$ cat config.mk
export PLATFORM = sky130hd
export DESIGN_NAME = stable_priority_queue
export DESIGN_NICKNAME = d
export VERILOG_FILES = /design/src/spq_pkg.sv /design/src/spq_cell.sv /design/src/stable_priority_queue.sv
export SDC_FILE = /design/constraint.sdc
export NUM_CORES = 2
export LEC_CHECK = 0
export BUFFER_PORTS_ARGS = -buffer_cell sky130_fd_sc_hd__clkbuf_2
export CAP_MARGIN = 15
export CORE_MARGIN = 8
export CORE_UTILIZATION = 40
export DETAILED_ROUTE_END_ITERATION = 12
export PLACE_DENSITY = 0.58
export SYNTH_ARGS = -nofsm -noshare
export SYNTH_HDL_FRONTEND = slang
export SYNTH_SLANG_ARGS = --single-unit
$ cat constraint.sdc
create_clock -name clock -period 7.8 [get_ports clock]
set_input_delay 1.56 -clock clock [delete_from_list [all_inputs] [get_ports clock]]
set_output_delay 1.56 -clock clock [all_outputs]
set_load 0.1 [all_outputs]
$ cat src/spq_pkg.sv
// ----------------------------------------------------------------------------
// spq_pkg: shared types and constants for the stable priority queue
// Holds the depth of the cell chain, command and status codes, and the
// structs passed between the top level and the cells.
// ----------------------------------------------------------------------------
package spq_pkg;

   localparam int unsigned CAPACITY = 16;

   localparam int unsigned DATA_W   = 32;
   localparam int unsigned RANK_W   = 16;

   typedef enum logic {
      CMD_INSERT = 1'b0,
      CMD_REMOVE = 1'b1
   } command_type;

   typedef enum logic [1:0] {
      STATUS_DONE  = 2'd0,
      STATUS_EMPTY = 2'd1,
      STATUS_FULL  = 2'd2
   } status_type;

   // Broadcast to every cell in the cycle a transaction is taken.
   typedef struct packed {
      logic                     ins_en;
      logic                     rem_en;
      logic signed [DATA_W-1:0] data;
      logic signed [RANK_W-1:0] rank;
   } cell_ctrl_type;

   // Contents of one cell as seen by its neighbors.
   typedef struct packed {
      logic                     valid;
      logic                     keep;
      logic signed [DATA_W-1:0] data;
      logic signed [RANK_W-1:0] rank;
   } cell_slot_type;

endpackage

$ cat src/spq_cell.sv
// ----------------------------------------------------------------------------
// spq_cell: one slot of the sorted shift array
// Compares its own rank with the broadcast rank and, per command, keeps its
// entry, loads the new entry, or takes the entry of a neighbor.
// ----------------------------------------------------------------------------
module spq_cell
   import spq_pkg::*;
(
   input  logic          clock,
   input  logic          reset,
   input  cell_ctrl_type ctrl,
   input  cell_slot_type left_slot,
   input  cell_slot_type right_slot,
   output cell_slot_type slot
);

   logic                     valid_ff, valid_in;
   logic signed [DATA_W-1:0] data_ff,  data_in;
   logic signed [RANK_W-1:0] rank_ff,  rank_in;
   logic                     keep;

   // Entries of equal or smaller rank stay ahead of the new one.
   assign keep = valid_ff && (rank_ff <= ctrl.rank);

   always_comb begin
      valid_in = valid_ff;
      data_in  = data_ff;
      rank_in  = rank_ff;
      if (ctrl.ins_en && !keep) begin
         if (left_slot.keep) begin
            valid_in = 1'b1;
            data_in  = ctrl.data;
            rank_in  = ctrl.rank;
         end else begin
            valid_in = left_slot.valid;
            data_in  = left_slot.data;
            rank_in  = left_slot.rank;
         end
      end else if (ctrl.rem_en) begin
         // advance toward the head
         valid_in = right_slot.valid;
         data_in  = right_slot.data;
         rank_in  = right_slot.rank;
      end
   end

   always_ff @(posedge clock) begin
      if (reset) begin
         valid_ff <= 1'b0;
      end else begin
         valid_ff <= valid_in;
      end
   end

   always_ff @(posedge clock) begin
      data_ff <= data_in;
      rank_ff <= rank_in;
   end

   assign slot.valid = valid_ff;
   assign slot.keep  = keep;
   assign slot.data  = data_ff;
   assign slot.rank  = rank_ff;

endmodule

$ cat src/stable_priority_queue.sv
// ----------------------------------------------------------------------------
// stable_priority_queue: sorted priority queue with FIFO order on equal rank
// A chain of CAPACITY cells keeps the entries sorted by rank, smallest at
// the head; inserts and removes update all cells in the same cycle.
// ----------------------------------------------------------------------------
//  channel   ports                                          direction
//  command   start, busy, req_command, req_entry_data,      in  (busy out)
//            req_entry_rank
//  result    rsp_valid, rsp_removed_data, rsp_status        out
//
//  One command per cycle: every cell compares its rank with the broadcast
//  rank in parallel and shifts in the same cycle, so busy stays low.
//  The result is registered and appears in the cycle after the command, for one cycle only.
//  Reset clears all valid bits; the queue is then empty.
//  The receiver cannot stall; results are never held.
// ----------------------------------------------------------------------------
module stable_priority_queue
   import spq_pkg::*;
(
   input  logic                     clock,
   input  logic                     reset,
   input  logic                     start,
   output logic                     busy,
   input  logic                     req_command,
   input  logic signed [DATA_W-1:0] req_entry_data,
   input  logic signed [RANK_W-1:0] req_entry_rank,
   output logic                     rsp_valid,
   output logic signed [DATA_W-1:0] rsp_removed_data,
   output logic [1:0]               rsp_status
);

   cell_ctrl_type            ctrl;
   cell_slot_type            slots [CAPACITY];
   cell_slot_type            head_left;
   cell_slot_type            tail_right;
   logic [CAPACITY-1:0]      valid_vec;
   logic                     accept;
   logic                     is_remove;
   logic                     full;
   logic                     empty;

   logic                     rsp_valid_ff, rsp_valid_in;
   logic signed [DATA_W-1:0] rsp_data_ff,  rsp_data_in;
   status_type               rsp_status_ff, rsp_status_in;

   assign busy      = 1'b0;
   assign accept    = start && !busy;
   assign is_remove = (command_type'(req_command) == CMD_REMOVE);
   assign full      = slots[CAPACITY-1].valid;
   assign empty     = !slots[0].valid;

   assign ctrl.ins_en = accept && !is_remove && !full;
   assign ctrl.rem_en = accept && is_remove && !empty;
   assign ctrl.data   = req_entry_data;
   assign ctrl.rank   = req_entry_rank;

   // The head sees an always-kept neighbor, so a new entry lands there first.
   assign head_left  = '{valid: 1'b1, keep: 1'b1, data: '0, rank: '0};
   assign tail_right = '{valid: 1'b0, keep: 1'b0, data: '0, rank: '0};

   for (genvar i = 0; i < CAPACITY; i++) begin : g_cell
      spq_cell u_cell (
         .clock      (clock),
         .reset      (reset),
         .ctrl       (ctrl),
         .left_slot  ((i == 0) ? head_left : slots[(i == 0) ? 0 : i-1]),
         .right_slot ((i == CAPACITY-1) ? tail_right
                                        : slots[(i == CAPACITY-1) ? i : i+1]),
         .slot       (slots[i])
      );
      assign valid_vec[i] = slots[i].valid;
   end

   always_comb begin
      rsp_valid_in  = accept;
      rsp_data_in   = '0;
      rsp_status_in = STATUS_DONE;
      if (is_remove) begin
         if (empty) begin
            rsp_status_in = STATUS_EMPTY;
         end else begin
            rsp_data_in = slots[0].data;
         end
      end else if (full) begin
         rsp_status_in = STATUS_FULL;
      end
   end

   always_ff @(posedge clock) begin
      if (reset) begin
         rsp_valid_ff <= 1'b0;
      end else begin
         rsp_valid_ff <= rsp_valid_in;
      end
   end

   always_ff @(posedge clock) begin
      rsp_data_ff   <= rsp_data_in;
      rsp_status_ff <= rsp_status_in;
   end

   assign rsp_valid        = rsp_valid_ff;
   assign rsp_removed_data = rsp_data_ff;
   assign rsp_status       = rsp_status_ff;

   // Occupied cells always form a run starting at the head.
   assert property (@(posedge clock) disable iff (reset)
      (valid_vec & (valid_vec + 1'b1)) == '0)
      else $error("occupied cells do not form a prefix");

   // A taken insert grows the queue by exactly one entry.
   assert property (@(posedge clock) disable iff (reset)
      ctrl.ins_en |=> $countones(valid_vec) == $past($countones(valid_vec)) + 1)
      else $error("insert did not add one entry");

   // A taken remove shrinks the queue by exactly one entry.
   assert property (@(posedge clock) disable iff (reset)
      ctrl.rem_en |=> $countones(valid_vec) + 1 == $past($countones(valid_vec)))
      else $error("remove did not drop one entry");

   // Every accepted command yields a result in the next cycle.
   assert property (@(posedge clock) disable iff (reset)
      accept |=> rsp_valid)
      else $error("missing result strobe");

   // Failed commands return zero data.
   assert property (@(posedge clock) disable iff (reset)
      (rsp_valid && rsp_status_ff != STATUS_DONE) |-> rsp_removed_data == '0)
      else $error("nonzero data on failed command");

endmodule
==> flow_summary_export.csv <==
group,metric,value,unit
timing,setup-tns-final,0,ns
synthesis,synth_top_family_by_area,"compound AO/OA/AOI/OAI gates",
routing,post_drt_wl_per_cell,27.5,µm
critical_path,r2r-start,"g_cell[5].u_cell.rank_ff[15]$_DFFE_PP_",
routing,drc,0,
timing,report.final.slew_viol_count,0,
synthesis,ys_warn_count,0,
timing,fmax,181,MHz
power_and_ir_drop,power_density,228,nW/µm²
routing,finalWirelength,168000,µm
clocking,clockBufferDepth,3,
critical_path,worst_setup_path_end_kind,"flop",
worst_hold_path,holdPathEnd,"rsp_removed_data[13]$_SDFF_PN0_",
timing,setup_viol,0,
critical_path,cp_data_required_time,8.23,ns
critical_path,worstReg2RegEnd,"g_cell[5].u_cell.data_ff[11]$_DFFE_PP_",
timing,final_hold_viol_count,0,
critical_path,r2r_slack,3.50,ns
synthesis,yosys.area.top_type,"edfxtp_1",
critical_path,cp_max_fo,25,
clocking,htreeDepth,3,
floorplan,dieArea,135000,µm²
synthesis,synth_area_leaders,"edfxtp_1 47%, mux2i_1 9.7%, ha_1 6.1%, a21oi_1 5.4%, mux2_2 4.2%",
power_and_ir_drop,ir_drop,0.167,mV
routing,vias,38720,
power_and_ir_drop,total_power,12.4,mW
floorplan,rows,129,
routing,first_pass_iters,8,
grt,global_route.overflow_total,0,
finish,layout.cells.non_filler,6128,
synthesis,yosysMostFrequentCell,"edfxtp_1",
synthesis,synth_top_cell_area_share,46.7,%
outcome,status,"finished, final reports clean",
synthesis,postSynthAreaPerCell,10.8,µm²
clocking,postCtsHoldBufs,0,
synthesis,synth-main-ff-cell,"edfxtp_1",
place,dp_cells,5950,
synthesis,syn_inst,4593,
routing,drt_iter0_markers,4134,
floorplan,initial_utilization,40.1,%
critical_path,reg2regPathDepth,10,
synthesis,synth_cell_type_count,75,
routing,postRouteAntennaNets,0,
floorplan,dieWidth,367,µm
routing,vias_per_cell,6.32,
synthesis,synth_edf_count,768,
finish,syn2layout_area_growth,9.86,%
place,port_buffers,86,
synthesis,synth_compound_area_share,17.8,%
floorplan,dieHeight,367,µm
finish,drive_gt1_share,13.5,%
flow_run,maxCapViolations,0,
floorplan,core_area,123000,µm²
synthesis,synth_common_cells,"768 x edfxtp_1, 531 x a21oi_1, 481 x mux2i_1, 375 x nand2_1, 367 x o21ai_0",
grt,grt_pass1_wl,249000,µm
clocking,clk-insertion-delay-late,0.70,ns
synthesis,synth.area.mux_share,15.0,%
timing,grt_setup_unrepaired,"false",
finish,fill_cells,11496,
timing,tightest_slew,1.17,ns
timing,fin_crit,5.53,ns
synthesis,synth_nets,4885,
clocking,clockRootBuffer,"clkbuf_16",
clocking,post_cts_resized,0,
clocking,cts_num_sinks,819,
power_and_ir_drop,leakagePower,19.9,nW
finish,nets,4701,
critical_path,arrival,5.96,ns
critical_path,crit_path_start_kind,"primary input",
clocking,post_cts_buffers,0,
grt,grt_use_total,23.8,%
clocking,clkTransAtPathRegs,0.06,ns
worst_hold_path,min_from,"g_cell[0].u_cell.data_ff[13]$_DFFE_PP_",
timing,skew,0.0427,ns
timing,relSlewSlack,22.0,%
floorplan,ios,88,
finish,post-route-util,44.1,%
clocking,tritoncts,"built",
timing,fin_crit_sh,70.9,%
synthesis,synthArstFlopShare,0,%
synthesis,synth-simple-area-share,7.88,%
worst_hold_path,min_path_cells,1,
grt,grt_pass1_vias,38012,
place,routabilityCongestion,0.908,
synthesis,ys_seq_area_share,48.8,%
synthesis,synthXorXnorAreaFrac,0,%
synthesis,synthAdderAreaFrac,6.08,%
grt,antenna_found_initial,5,
grt,grt_max_degree,99,
critical_path,crit_type,"primary input to flop",
worst_hold_path,hold_path_class,"flop to flop",
synthesis,syn_area,49400,µm²
synthesis,yosys_register_bits,819,
clocking,cts_buffers,94,
place,dp_hpwl,108000,µm
## layout by cell type (no fill, tap or decap), types with 23 or more instances in the layout
cell	count
a32oi_1	49
a21oi_1	527
mux2i_1	481
o21ai_0	365
mux2_2	183
nand4_1	39
edfxtp_1	768
and3_1	37
a21o_1	30
clkbuf_16	94
clkbuf_1	23
o221ai_1	47
a22oi_1	115
nand3_1	69
o21ai_1	84
inv_1	50
nor2b_1	24
clkbuf_2	86
ha_1	239
a41oi_1	48
a31oi_1	56
mux2_4	31
nor2_1	121
dfxtp_1	47
nor3_1	104
nand2_1	361
buf_4	93
## cells by family after synthesis
logic type | after synthesis
adder cells (fa/ha/maj) | 240
other | 1
flip-flops | 819
multiplexers | 703
AO/OA/AOI/OAI | 1466
buffers and inverters | 522
AND/OR/NAND/NOR | 842
## worst max-delay path: stages
cell and delay [ns]:
clkbuf_2 0.45, inv_1 0.08, buf_4 0.24, ha_1 0.90, and4_1 0.40, nand3_1 0.14
a21oi_1 0.22, o31ai_1 0.16, a211oi_4 0.29, buf_4 0.37, or2_2 0.66, buf_12 0.30
a21oi_1 0.11
## power breakdown
group / switching, mW / internal [mW] / total [mW]
Sequential: 0.283 / 5.30 / 5.59
Combinational: 1.51 / 0.795 / 2.31
Clock: 1.95 / 2.53 / 4.48
Total: 3.75 / 8.62 / 12.4
## area by class of cell
class | instances | area [µm²] | area share [%]
antenna | 6 | 15.0 | 0.0277
clock buffer | 123 | 2520 | 4.65
clock inverter | 49 | 544 | 1.00
inverter | 51 | 191 | 0.353
multi-input combinational | 3252 | 23500 | 43.3
sequential | 819 | 24100 | 44.4
tap | 1637 | 2050 | 3.77
timing repair buffer | 191 | 1370 | 2.52
## layer usage
layer	global-route usage [%]	part of all wire, %	routed length (µm)	vias to the layer above
li1	-	-	-	17290
met1	32.0	42	70500	19085
met2	37.6	45	75700	1962
met3	4.65	9.2	15400	383
met4	9.78	4.0	6680	0
met5	0	0	0	-
## state kept, by name (all words and copies together), names as in the netlist
name	cells
g_cell.u_cell.data_ff	512
g_cell.u_cell.rank_ff	256
rsp_removed_data	32
g_cell.u_cell.valid_ff	16
rsp_status	2
rsp_valid	1
## per-stage QoR
| step | hold slack, ns | setup slack [ns] | cell area [µm²] |
|---|---|---|---|
| 2_1_floorplan | 0.475 | 0.0185 | 49400 |
| 3_3_place_gp | 0.496 | 1.75 | 51200 |
| 3_5_place_dp | 0.497 | 1.72 | 51200 |
| 4_1_cts | 0.512 | 2.48 | 54200 |
| 5_1_grt | 0.526 | 2.17 | 54300 |
| 6_report | 0.505 | 2.27 | 54300 |
## how the worst max path moves through the flow
stage / start / end / slack (ns) / depth (start not counted)
2_1_floorplan: req_entry_rank[15] / g_cell[8].u_cell.data_ff[0]$_DFFE_PP_ / 0.02 / 12
3_3_place_gp: req_entry_rank[10] / g_cell[3].u_cell.rank_ff[9]$_DFFE_PP_ / 1.75 / 10
3_5_place_dp: req_entry_rank[10] / g_cell[11].u_cell.data_ff[8]$_DFFE_PP_ / 1.72 / 12
4_1_cts: req_entry_rank[15] / g_cell[5].u_cell.rank_ff[15]$_DFFE_PP_ / 2.48 / 13
5_1_grt: req_entry_rank[10] / g_cell[11].u_cell.data_ff[2]$_DFFE_PP_ / 2.17 / 12
6_report: req_entry_rank[15] / g_cell[5].u_cell.data_ff[11]$_DFFE_PP_ / 2.27 / 13
Note: power is estimated with default switching activity, not from simulation.
